File: src/rcds_pkg.sv
// Shared types and constants for the cartridge ROM dump sequencer.
// Used by rcds_front, rcds_back and the top level.
`default_nettype none
package rcds_pkg;

  // Bank geometry and sampling
  localparam int BANK_OFFSET_BITS = 13;
  localparam int UNIFORM_SAMPLES  = 32;
  localparam int SAMPLE_W         = $clog2(UNIFORM_SAMPLES);
  localparam logic [15:0] SAMPLE_STRIDE = 16'h0107;

  // Header signature bytes
  localparam logic [7:0] SIG_HI = 8'hAA;
  localparam logic [7:0] SIG_LO = 8'h55;

  // Input opcodes
  localparam logic [1:0] OP_DETECT = 2'd0;
  localparam logic [1:0] OP_DUMP   = 2'd1;
  localparam logic [1:0] OP_DATA   = 2'd2;
  localparam logic [1:0] OP_NOP    = 2'd3;

  // Configuration register indexes
  localparam logic [1:0] REG_MAX_LENGTH   = 2'd0;
  localparam logic [1:0] REG_VERIFY_READS = 2'd1;

  localparam logic [15:0] MAX_LENGTH_RESET = 16'h8000;
  localparam int QUEUE_DEPTH = 2;

  // Command kinds held in the queue
  typedef enum logic [1:0] {
    CMD_DETECT,
    CMD_DUMP,
    CMD_DATA
  } cmd_t;

  typedef struct packed {
    cmd_t       cmd;
    logic [7:0] data;
  } q_item_t;

  // Result record, first field in the highest bits
  typedef struct packed {
    logic [15:0]       total;
    logic signed [2:0] found_bank;
    logic              present;
    logic              done_res;
    logic [14:0]       byte_index;
    logic [7:0]        byte_value;
    logic              byte_valid;
    logic [12:0]       req_offset;
    logic [1:0]        req_bank;
    logic              req_valid;
  } res_t;

  localparam int RES_W   = $bits(res_t);
  localparam int TDATA_W = ((RES_W + 7) / 8) * 8;

endpackage
`default_nettype wire

File: src/rcds_front.sv
// Input side of the dump sequencer: accepts stream items, classifies the
// opcode and keeps a short queue for the back end. Uses rcds_pkg.
`default_nettype none
module rcds_front import rcds_pkg::*; (
  input  wire logic       clk,
  input  wire logic       rst,
  input  wire logic       s_tvalid,
  output logic            s_tready,
  input  wire logic [7:0] s_tdata,   // read_data[7:0]
  input  wire logic [1:0] s_tuser,   // opcode[1:0]
  output logic            q_valid,
  output q_item_t         q_head,
  input  wire logic       q_pop
);

  localparam int PTR_W = $clog2(QUEUE_DEPTH);

  q_item_t             mem [QUEUE_DEPTH];
  logic [PTR_W-1:0]    wr_ptr;
  logic [PTR_W-1:0]    rd_ptr;
  logic [PTR_W:0]      count;
  logic                keep;
  logic                push;
  logic                pop;
  q_item_t             item;

  // Classify the incoming opcode; the unused code is dropped here
  always_comb begin
    keep     = 1'b1;
    item.cmd = CMD_DATA;
    unique case (s_tuser)
      OP_DETECT: item.cmd = CMD_DETECT;
      OP_DUMP:   item.cmd = CMD_DUMP;
      OP_DATA:   item.cmd = CMD_DATA;
      default:   keep = 1'b0;
    endcase
    item.data = s_tdata;
  end

  assign s_tready = (count != (PTR_W+1)'(QUEUE_DEPTH));
  assign push     = s_tvalid && s_tready && keep;
  assign pop      = q_pop && q_valid;
  assign q_valid  = (count != '0);
  assign q_head   = mem[rd_ptr];

  // Store the classified item
  always_ff @(posedge clk) begin
    if (push) begin
      mem[wr_ptr] <= item;
    end
  end

  // Advance pointers and fill level
  always_ff @(posedge clk) begin
    if (rst) begin
      wr_ptr <= '0;
      rd_ptr <= '0;
      count  <= '0;
    end else begin
      if (push) begin
        wr_ptr <= wr_ptr + PTR_W'(1);
      end
      if (pop) begin
        rd_ptr <= rd_ptr + PTR_W'(1);
      end
      case ({push, pop})
        2'b10:   count <= count + (PTR_W+1)'(1);
        2'b01:   count <= count - (PTR_W+1)'(1);
        default: count <= count;
      endcase
    end
  end

endmodule
`default_nettype wire

File: src/rcds_back.sv
// Execution side of the dump sequencer: runs detection and dump sequences
// on queued commands, holds configuration and the result register.
// Uses rcds_pkg.
`default_nettype none
module rcds_back import rcds_pkg::*; (
  input  wire logic        clk,
  input  wire logic        rst,
  input  wire logic        q_valid,
  input  wire q_item_t     q_head,
  output logic             q_pop,
  input  wire logic        cfg_valid,
  input  wire logic [1:0]  cfg_index,
  input  wire logic [15:0] cfg_data,
  output logic             m_tvalid,
  input  wire logic        m_tready,
  output res_t             res
);

  localparam int OB = BANK_OFFSET_BITS;
  localparam int SW = SAMPLE_W;

  typedef enum logic [1:0] {
    PH_IDLE,
    PH_DETECT,
    PH_SAMPLE,
    PH_EMIT
  } phase_t;

  // Configuration
  logic [15:0] max_length;
  logic        verify_reads;

  // Sequencer state
  phase_t            phase, phase_next;
  logic [1:0]        bank_step, bank_step_next;
  logic [OB-1:0]     offset_count, offset_count_next;
  logic [SW-1:0]     sample_index, sample_index_next;
  logic [7:0]        lead_sample, lead_sample_next;
  logic [7:0]        header_first_byte, header_first_byte_next;
  logic signed [2:0] anchor_bank, anchor_bank_next;
  logic [15:0]       emitted_count, emitted_count_next;
  logic [1:0]        retry_count, retry_count_next;
  logic [7:0]        previous_read, previous_read_next;
  logic              have_prev, have_prev_next;
  logic [1:0]        cur_bank, cur_bank_next;
  logic [OB-1:0]     cur_off, cur_off_next;

  // Per-item working signals
  res_t          res_next;
  logic          slot_free;
  logic          drop;
  logic          run_byte;
  logic          go_emit;
  logic          iss;
  logic          fin;
  logic [1:0]    iss_bank;
  logic [OB-1:0] iss_off;
  logic [7:0]    bv;
  logic [SW:0]   si_inc;
  logic [OB:0]   oc_inc;
  logic [15:0]   em_inc;
  logic [31:0]   sample_prod;
  logic [1:0]    first_bank;

  // Bank visited at a given step of the dump
  function automatic logic [1:0] dump_bank(input logic [1:0] first, input logic [1:0] step);
    return first + step;
  endfunction

  assign first_bank = (!anchor_bank[2] && anchor_bank != 3'sd0) ? anchor_bank[1:0] : 2'd0;
  assign slot_free  = !m_tvalid || m_tready;
  assign q_pop      = q_valid && slot_free;
  assign si_inc     = {1'b0, sample_index} + (SW+1)'(1);
  assign oc_inc     = {1'b0, offset_count} + (OB+1)'(1);
  assign em_inc     = emitted_count + 16'd1;
  assign sample_prod = 32'(si_inc) * 32'(SAMPLE_STRIDE);

  // Work out the next state and the result for the head command
  always_comb begin
    phase_next             = phase;
    bank_step_next         = bank_step;
    offset_count_next      = offset_count;
    sample_index_next      = sample_index;
    lead_sample_next       = lead_sample;
    header_first_byte_next = header_first_byte;
    anchor_bank_next       = anchor_bank;
    emitted_count_next     = emitted_count;
    retry_count_next       = retry_count;
    previous_read_next     = previous_read;
    have_prev_next         = have_prev;
    cur_bank_next          = cur_bank;
    cur_off_next           = cur_off;
    res_next               = '0;
    drop                   = 1'b0;
    run_byte               = 1'b0;
    go_emit                = 1'b0;
    iss                    = 1'b0;
    fin                    = 1'b0;
    iss_bank               = 2'd0;
    iss_off                = '0;
    bv                     = q_head.data;

    unique case (q_head.cmd)
      CMD_DETECT: begin
        anchor_bank_next  = -3'sd1;
        phase_next        = PH_DETECT;
        bank_step_next    = 2'd0;
        offset_count_next = '0;
        iss               = 1'b1;
      end
      CMD_DUMP: begin
        emitted_count_next = 16'd0;
        bank_step_next     = 2'd0;
        phase_next         = PH_SAMPLE;
        sample_index_next  = '0;
        iss                = 1'b1;
        iss_bank           = dump_bank(first_bank, 2'd0);
      end
      CMD_DATA: begin
        if (phase == PH_IDLE) begin
          drop = 1'b1;
        end else if (!verify_reads) begin
          run_byte = 1'b1;
        end else if (!have_prev) begin
          // First read of a verified pair: repeat the request
          previous_read_next = bv;
          have_prev_next     = 1'b1;
          retry_count_next   = 2'd0;
          res_next.req_valid = 1'b1;
          res_next.req_bank  = cur_bank;
          res_next.req_offset = 13'(cur_off);
        end else if (bv == previous_read) begin
          run_byte = 1'b1;
        end else begin
          previous_read_next = bv;
          if (retry_count >= 2'd2) begin
            run_byte = 1'b1;
          end else begin
            retry_count_next    = retry_count + 2'd1;
            res_next.req_valid  = 1'b1;
            res_next.req_bank   = cur_bank;
            res_next.req_offset = 13'(cur_off);
          end
        end
      end
      default: drop = 1'b1;
    endcase

    // Handle a returned byte according to the running sequence
    if (run_byte) begin
      case (phase)
        PH_DETECT: begin
          if (offset_count == '0) begin
            header_first_byte_next = bv;
            offset_count_next      = OB'(1);
            iss                    = 1'b1;
            iss_bank               = bank_step;
            iss_off                = OB'(1);
          end else if ((header_first_byte == SIG_HI && bv == SIG_LO) ||
                       (header_first_byte == SIG_LO && bv == SIG_HI)) begin
            anchor_bank_next = $signed({1'b0, bank_step});
            fin              = 1'b1;
          end else if (bank_step == 2'd3) begin
            fin = 1'b1;
          end else begin
            bank_step_next    = bank_step + 2'd1;
            offset_count_next = '0;
            iss               = 1'b1;
            iss_bank          = bank_step + 2'd1;
          end
        end
        PH_SAMPLE: begin
          if (sample_index != '0 && bv != lead_sample) begin
            go_emit = 1'b1;
          end else begin
            if (sample_index == '0) begin
              lead_sample_next = bv;
            end
            sample_index_next = si_inc[SW-1:0];
            if (32'(si_inc) < 32'(UNIFORM_SAMPLES)) begin
              iss      = 1'b1;
              iss_bank = dump_bank(first_bank, bank_step);
              iss_off  = sample_prod[OB-1:0];
            end else if (bank_step != 2'd0) begin
              fin = 1'b1;
            end else begin
              go_emit = 1'b1;
            end
          end
        end
        PH_EMIT: begin
          res_next.byte_valid = 1'b1;
          res_next.byte_value = bv;
          res_next.byte_index = emitted_count[14:0];
          emitted_count_next  = em_inc;
          offset_count_next   = oc_inc[OB-1:0];
          if (oc_inc[OB]) begin
            if (bank_step == 2'd3) begin
              fin = 1'b1;
            end else begin
              bank_step_next    = bank_step + 2'd1;
              phase_next        = PH_SAMPLE;
              sample_index_next = '0;
              iss               = 1'b1;
              iss_bank          = dump_bank(first_bank, bank_step + 2'd1);
            end
          end else if (em_inc >= max_length) begin
            fin = 1'b1;
          end else begin
            iss      = 1'b1;
            iss_bank = dump_bank(first_bank, bank_step);
            iss_off  = oc_inc[OB-1:0];
          end
        end
        default: ;
      endcase
    end

    // Start emitting the current bank
    if (go_emit) begin
      phase_next        = PH_EMIT;
      offset_count_next = '0;
      if (emitted_count >= max_length) begin
        fin = 1'b1;
      end else begin
        iss      = 1'b1;
        iss_bank = dump_bank(first_bank, bank_step);
      end
    end

    // Issue a fresh read request
    if (iss) begin
      cur_bank_next       = iss_bank;
      cur_off_next        = iss_off;
      have_prev_next      = 1'b0;
      retry_count_next    = 2'd0;
      res_next.req_valid  = 1'b1;
      res_next.req_bank   = iss_bank;
      res_next.req_offset = 13'(iss_off);
    end

    if (fin) begin
      phase_next        = PH_IDLE;
      res_next.done_res = 1'b1;
    end

    res_next.present    = !anchor_bank_next[2];
    res_next.found_bank = anchor_bank_next;
    res_next.total      = emitted_count_next;
  end

  // Hold the result until the downstream side takes it
  always_ff @(posedge clk) begin
    if (slot_free && q_valid && !drop) begin
      res <= res_next;
    end
  end

  // Sequencer registers, configuration and output valid
  always_ff @(posedge clk) begin
    if (rst) begin
      phase             <= PH_IDLE;
      bank_step         <= 2'd0;
      offset_count      <= '0;
      sample_index      <= '0;
      lead_sample       <= 8'd0;
      header_first_byte <= 8'd0;
      anchor_bank       <= -3'sd1;
      emitted_count     <= 16'd0;
      retry_count       <= 2'd0;
      previous_read     <= 8'd0;
      have_prev         <= 1'b0;
      cur_bank          <= 2'd0;
      cur_off           <= '0;
      max_length        <= MAX_LENGTH_RESET;
      verify_reads      <= 1'b0;
      m_tvalid          <= 1'b0;
    end else begin
      if (cfg_valid) begin
        case (cfg_index)
          REG_MAX_LENGTH:   max_length   <= cfg_data;
          REG_VERIFY_READS: verify_reads <= cfg_data[0];
          default: ;
        endcase
      end
      if (slot_free) begin
        m_tvalid <= q_valid && !drop;
      end
      if (q_pop) begin
        phase             <= phase_next;
        bank_step         <= bank_step_next;
        offset_count      <= offset_count_next;
        sample_index      <= sample_index_next;
        lead_sample       <= lead_sample_next;
        header_first_byte <= header_first_byte_next;
        anchor_bank       <= anchor_bank_next;
        emitted_count     <= emitted_count_next;
        retry_count       <= retry_count_next;
        previous_read     <= previous_read_next;
        have_prev         <= have_prev_next;
        cur_bank          <= cur_bank_next;
        cur_off           <= cur_off_next;
      end
    end
  end

endmodule
`default_nettype wire

File: src/rom_cartridge_dump_sequencer.sv
// Cartridge ROM dump sequencer, top level: front queue plus sequencer back end.
// Depends on rcds_pkg, rcds_front and rcds_back.
//
// Commands and returned bytes enter on the s_ stream (opcode in tuser, byte in
// tdata); each command or byte that is not ignored gives one result on the m_
// stream, carrying the next read request, any dumped byte and status. The block
// takes one item per cycle while the queue has room: a two-entry queue decouples
// the input from the sequencer, which handles the queue head whenever the result
// register is free or being taken and registers its result as the head is taken.
// Opcode 3, and returned data while no sequence runs, produce no result.
// Configuration writes are taken at any time (cfg_ready stays high) but must
// only be made while the block is idle.
`default_nettype none
module rom_cartridge_dump_sequencer import rcds_pkg::*; (
  input  wire logic               clk,
  input  wire logic               rst,
  input  wire logic               s_tvalid,
  output logic                    s_tready,
  input  wire logic [7:0]         s_tdata,   // read_data[7:0]
  input  wire logic [1:0]         s_tuser,   // opcode[1:0]
  output logic                    m_tvalid,
  input  wire logic               m_tready,
  // req_valid[0], req_bank[2:1], req_offset[15:3], byte_valid[16],
  // byte_value[24:17], byte_index[39:25], done_res[40], present[41],
  // found_bank[44:42], total[60:45], zero fill above
  output logic [TDATA_W-1:0]      m_tdata,
  input  wire logic               cfg_valid,
  output logic                    cfg_ready,
  input  wire logic [1:0]         cfg_index,
  input  wire logic [15:0]        cfg_data
);

  logic    q_valid;
  logic    q_pop;
  q_item_t q_head;
  res_t    res;

  assign cfg_ready = 1'b1;
  assign m_tdata   = {{(TDATA_W-RES_W){1'b0}}, res};

  rcds_front u_front (
    .clk      (clk),
    .rst      (rst),
    .s_tvalid (s_tvalid),
    .s_tready (s_tready),
    .s_tdata  (s_tdata),
    .s_tuser  (s_tuser),
    .q_valid  (q_valid),
    .q_head   (q_head),
    .q_pop    (q_pop)
  );

  rcds_back u_back (
    .clk       (clk),
    .rst       (rst),
    .q_valid   (q_valid),
    .q_head    (q_head),
    .q_pop     (q_pop),
    .cfg_valid (cfg_valid),
    .cfg_index (cfg_index),
    .cfg_data  (cfg_data),
    .m_tvalid  (m_tvalid),
    .m_tready  (m_tready),
    .res       (res)
  );

endmodule
`default_nettype wire
File: config.mk
export PLATFORM = sky130hd
export DESIGN_NAME = rom_cartridge_dump_sequencer
export DESIGN_NICKNAME = d
export VERILOG_FILES = /design/src/rcds_pkg.sv /design/src/rcds_front.sv /design/src/rcds_back.sv /design/src/rom_cartridge_dump_sequencer.sv
export SDC_FILE = /design/constraint.sdc
export NUM_CORES = 1
export LEC_CHECK = 0
export BUFFER_PORTS_ARGS = -buffer_cell sky130_fd_sc_hd__buf_2
export CAP_MARGIN = 20
export CORE_MARGIN = 5
export CORE_UTILIZATION = 65
export DETAILED_ROUTE_END_ITERATION = 8
export PLACE_DENSITY = 0.92
export RECOVER_POWER = 100
export SLEW_MARGIN = 10
export SYNTH_ARGS = -nofsm -noshare
export SYNTH_HDL_FRONTEND = slang
export SYNTH_SLANG_ARGS = --single-unit
export TNS_END_PERCENT = 100
File: constraint.sdc
create_clock -name clk -period 9.65 [get_ports clk]
set_input_delay 1.93 -clock clk [delete_from_list [all_inputs] [get_ports clk]]
set_output_delay 1.93 -clock clk [all_outputs]
set_load 0.01 [all_outputs]
==> impl_summary.log <==
[metrics] run status: finished, violations left
[metrics] failing checks: capacitance limit, slew limit
[metrics] H-tree depth: 4
[metrics] detailed placement HPWL: 17.9 mm
[metrics] DR iter-0 viols: 930
[metrics] average wire length per cell after detail routing: 18.6 um
[metrics] data arrival time of the critical path: 7.03 ns
[metrics] Required @ worst endpoint: 9.80 ns
[metrics] total power: 0.00251 W
[metrics] post-synthesis instance total: 1112
[metrics] worst-case clock buffer depth: 2
[metrics] total of warnings raised by yosys: 0
[metrics] most frequent CP cell: sky130_fd_sc_hd__mux2i_1
[metrics] num ports: 100
[metrics] total negative slack: 0 ns
[metrics] leakage power: 4.58 nW
[metrics] area delta synth->final: 9.04%
[metrics] remaining design rule violation count: 0
[metrics] cell with the largest stage delay on the worst path: sky130_fd_sc_hd__clkbuf_1
[metrics] Num CTS Buffers: 17
[metrics] Die W: 137 um
[metrics] post-synthesis cell type with the largest combined area: sky130_fd_sc_hd__edfxtp_1
[metrics] Clk pin slew, worst setup/hold paths: 0.07 ns
[metrics] vias after detailed routing: 8730
[metrics] actual transition at the worst max-transition pin: 3.84 ns
[metrics] post-synth cell types: 84
[metrics] proportion of register bits with asynchronous set or reset after synthesis: 0
[metrics] kind of critical path: register to register
[metrics] CTS-repair resized insts: 0
[metrics] ratio of cells with drive above 1 in the final layout: 0.0740
[metrics] antenna diode count: 0
[metrics] compound-cell area share of the yosys netlist: 0.160
[metrics] combinational power share: 0.292
[metrics] xor-xnor portion of the synthesized cell area: 0.0491
[metrics] total power density per cell area: 219 nW/um^2
[metrics] crit path buf inv count: 2
[metrics] Cell Int Power: 0.00162 W
[metrics] post-route fraction of the period consumed by the critical path: 0.713
[metrics] number of fill cells: 1169
[metrics] Worst setup SP type: register
[metrics] most common library cells after synthesis: sky130_fd_sc_hd__nand2_1 (122), sky130_fd_sc_hd__nor2_1 (122), sky130_fd_sc_hd__dfxtp_1 (106)
[metrics] Max Slew Vio Count: 184
[metrics] post-synthesis adder-cell area fraction: 0.0861
[metrics] overall die area: 18800 um^2
[metrics] cell type group with the largest total delay on the critical path: buffers and inverters
[metrics] Maximum Capacitance Violations: 5
[metrics] Switching Power: 0.000889 W
[metrics] drt pass-1 iters: 8
[metrics] die height: 137 um
[metrics] number of global-route vias before repair: 8309
[metrics] number of enable-type register cells in the synthesized netlist: 81
[metrics] total of endpoints with negative setup slack in the final report: 0
[metrics] overall track demand over capacity in global routing: 0.282
[metrics] mean post-synth cell area: 9.46 um^2
[metrics] post-CTS setup-driven buffer insertion count: 0
[metrics] clock insertion delay at the later pin of the skew report: 0.44 ns
[metrics] initial cell density of the core: 0.662
[metrics] main flop type after synthesis: sky130_fd_sc_hd__dfxtp_1
[metrics] Period minus WS final: 6.88 ns
[metrics] worst clock skew: 0.00651 ns
[metrics] FP Rows: 46
[metrics] CTS sink cnt: 187
[metrics] RSZ-0062 raised after global routing: false
[metrics] Antenna Violating Nets Remaining: 0
[metrics] post-synthesis instance area: 10500 um^2
[metrics] Core Area: 15900 um^2
[metrics] number of hold buffers added after CTS: 0
[metrics] detailed-route wire length: 26.1 mm
[metrics] Seq cells post-synth: 187
[metrics] clock tree from TritonCTS: done
[metrics] overall overflow remaining after global route: 0
[metrics] Worst slew margin: -1.56
[metrics] Tightest Hold Check Type: register to register
[metrics] initial antenna violation count: 0
[metrics] buffers added on ports: 95
[metrics] clock network power share: 0.287
[metrics] weighted congestion at the end of routability-driven global placement: 0.989
[metrics] final-report hold violation count: 0
[metrics] Slowest Stage Delay on Critical Path: 1.11 ns
[metrics] combinational family with the most area after synthesis: simple AND/OR/NAND/NOR gates
[metrics] largest net degree at the start of global routing: 82
[metrics] Total Nets Final: 1279
[metrics] mux cell area share after synthesis: 0.0385
[metrics] via-per-instance ratio: 6.21
[metrics] switching part of the total: 0.355
[metrics] wire length of the first global-routing pass: 41.7 mm
[metrics] sequential cell area fraction in the yosys report: 0.433
[metrics] cells along the critical path: clkbuf_1 -> mux2i_1 -> xnor2_1 -> nor4_1 -> a31o_1 -> nand2_1 -> inv_1 -> a22oi_1 -> o211ai_4 -> mux2i_1 -> nor2_1
[metrics] endpoint kind of the worst setup timing path: register
[metrics] relative contribution of sequential cells to total power: 0.421
[metrics] dominant cells by area after synthesis: sky130_fd_sc_hd__edfxtp_1 (23%), sky130_fd_sc_hd__dfxtp_1 (20%), sky130_fd_sc_hd__ha_1 (7.8%), sky130_fd_sc_hd__nand2_1 (4.4%), sky130_fd_sc_hd__nor2_1 (4.4%)
[metrics] Clk Tree Root Cell: sky130_fd_sc_hd__clkbuf_16
[metrics] Post-Synth Simple-Gate Area: 0.187
[metrics] Worst Path Max Fanout: 30
[metrics] Peak VDD IR: 179 uV
[metrics] Highest Clock Rate: 0.145 GHz
[metrics] post-synth top area share: 0.231
[layout make-up]
| class | instances | area, um^2 | area share |
|---|---|---|---|
| multi-input cells | 813 | 5420 | 0.472 |
| flip-flops and latches | 187 | 4550 | 0.397 |
| clock buffers | 18 | 429 | 0.0374 |
| repair buffers | 102 | 427 | 0.0372 |
| well taps | 216 | 270 | 0.0236 |
| inverters | 55 | 206 | 0.0180 |
| clock inverters | 14 | 168 | 0.0146 |
[path summary, 6_finish.rpt]
kind / start / to / slack, ns / cells after the start
worst max register to register: register / u_back.cur_off[10] / 2.77 / 11
worst min register to register: u_back.max_length[6] / u_back.max_length[6] / 0.46 / 2
worst max-delay path: register / u_back.cur_off[10] / 2.77 / 11
worst min-delay path: u_back.max_length[6] / u_back.max_length[6] / 0.46 / 2
[stage by stage]
step	setup slack [ns]	cell area, um^2	util	std cells	hold WS (ns)
after floorplan	5.14	10500	-	1114	0.436
after global placement	4.87	11100	0.697	1373	0.444
after detailed placement	4.73	11100	0.697	1373	0.448
after CTS	4.64	11700	0.735	1405	0.457
after global routing	2.38	11500	0.722	1405	0.477
final	2.77	11500	0.722	1405	0.457
[logic make-up after synthesis]
kind of cell / after synthesis
AND/OR/NAND/NOR: 406
AO/OA/AOI/OAI: 242
flip-flops: 187
buffers and inverters: 114
adder cells (fa/ha/maj): 70
XOR/XNOR: 59
multiplexers: 32
other: 2
[worst reg2reg max path, stage by stage, from the launching register on]
cell	delay, ns
sky130_fd_sc_hd__dfxtp_1	0.35
sky130_fd_sc_hd__clkbuf_1	1.11
sky130_fd_sc_hd__mux2i_1	0.67
sky130_fd_sc_hd__xnor2_1	0.19
sky130_fd_sc_hd__nor4_1	0.60
sky130_fd_sc_hd__a31o_1	0.62
sky130_fd_sc_hd__nand2_1	0.79
sky130_fd_sc_hd__inv_1	0.85
sky130_fd_sc_hd__a22oi_1	0.34
sky130_fd_sc_hd__o211ai_4	0.69
sky130_fd_sc_hd__mux2i_1	0.30
sky130_fd_sc_hd__nor2_1	0.08
[registers in the layout, summed over array words and instances (netlist names), 3 cells and up, named ones only]
register and flops:
u_back.cur_off 13, u_back.offset_count 13, u_front.mem 20, u_back.header_first_byte 8, u_back.sample_index 5, u_back.lead_sample 8
u_back.emitted_count 16, u_back.res 61, u_back.previous_read 8, u_back.anchor_bank 3, u_back.max_length 16
[layer usage]
metal	GRT usage	wire length, um	part of all wire	vias up
li1	-	-	-	4089
met1	0.358	10300	0.39	4078
met2	0.470	12500	0.48	470
met3	0.0621	2470	0.094	93
met4	0.114	916	0.035	0
met5	0	0	0	-
[layout by cell type, fill, tap and decap left out, types with 6 or more instances in the layout]
master,Yosys,routed
sky130_fd_sc_hd__inv_1,54,53
sky130_fd_sc_hd__ha_1,66,66
sky130_fd_sc_hd__o211a_1,11,11
sky130_fd_sc_hd__nand2b_1,27,27
sky130_fd_sc_hd__nor2_1,122,122
sky130_fd_sc_hd__a22oi_1,7,8
sky130_fd_sc_hd__nand2_1,122,124
sky130_fd_sc_hd__xor2_1,24,24
sky130_fd_sc_hd__o22ai_1,8,8
sky130_fd_sc_hd__nor3_1,9,9
sky130_fd_sc_hd__o31ai_1,12,12
sky130_fd_sc_hd__buf_2,6,26
sky130_fd_sc_hd__a21o_1,7,7
sky130_fd_sc_hd__clkbuf_16,0,17
sky130_fd_sc_hd__a22o_1,14,14
sky130_fd_sc_hd__a21oi_1,64,65
sky130_fd_sc_hd__clkbuf_1,44,74
sky130_fd_sc_hd__edfxtp_1,81,81
sky130_fd_sc_hd__mux2i_1,15,16
sky130_fd_sc_hd__and2_1,7,6
sky130_fd_sc_hd__o21ai_0,46,47
sky130_fd_sc_hd__and3_1,35,35
sky130_fd_sc_hd__mux2_2,9,9
sky130_fd_sc_hd__nand3_1,36,37
sky130_fd_sc_hd__nand4_1,9,9
sky130_fd_sc_hd__dfxtp_1,106,106
sky130_fd_sc_hd__nor4_1,4,6
sky130_fd_sc_hd__xnor2_1,35,35
sky130_fd_sc_hd__a31oi_1,6,7
sky130_fd_sc_hd__a211oi_1,19,19
[power groups by stage]
stage,Clock [W],Sequential (W),Combinational [W]
2_1_floorplan,0,0.00107,0.000527
3_3_place_gp,0,0.00106,0.000712
3_5_place_dp,0,0.00107,0.000740
4_1_cts,0.000721,0.00105,0.000757
5_1_grt,0.000758,0.00107,0.000800
6_report,0.000720,0.00106,0.000731
(Power assumes the default switching activity.)
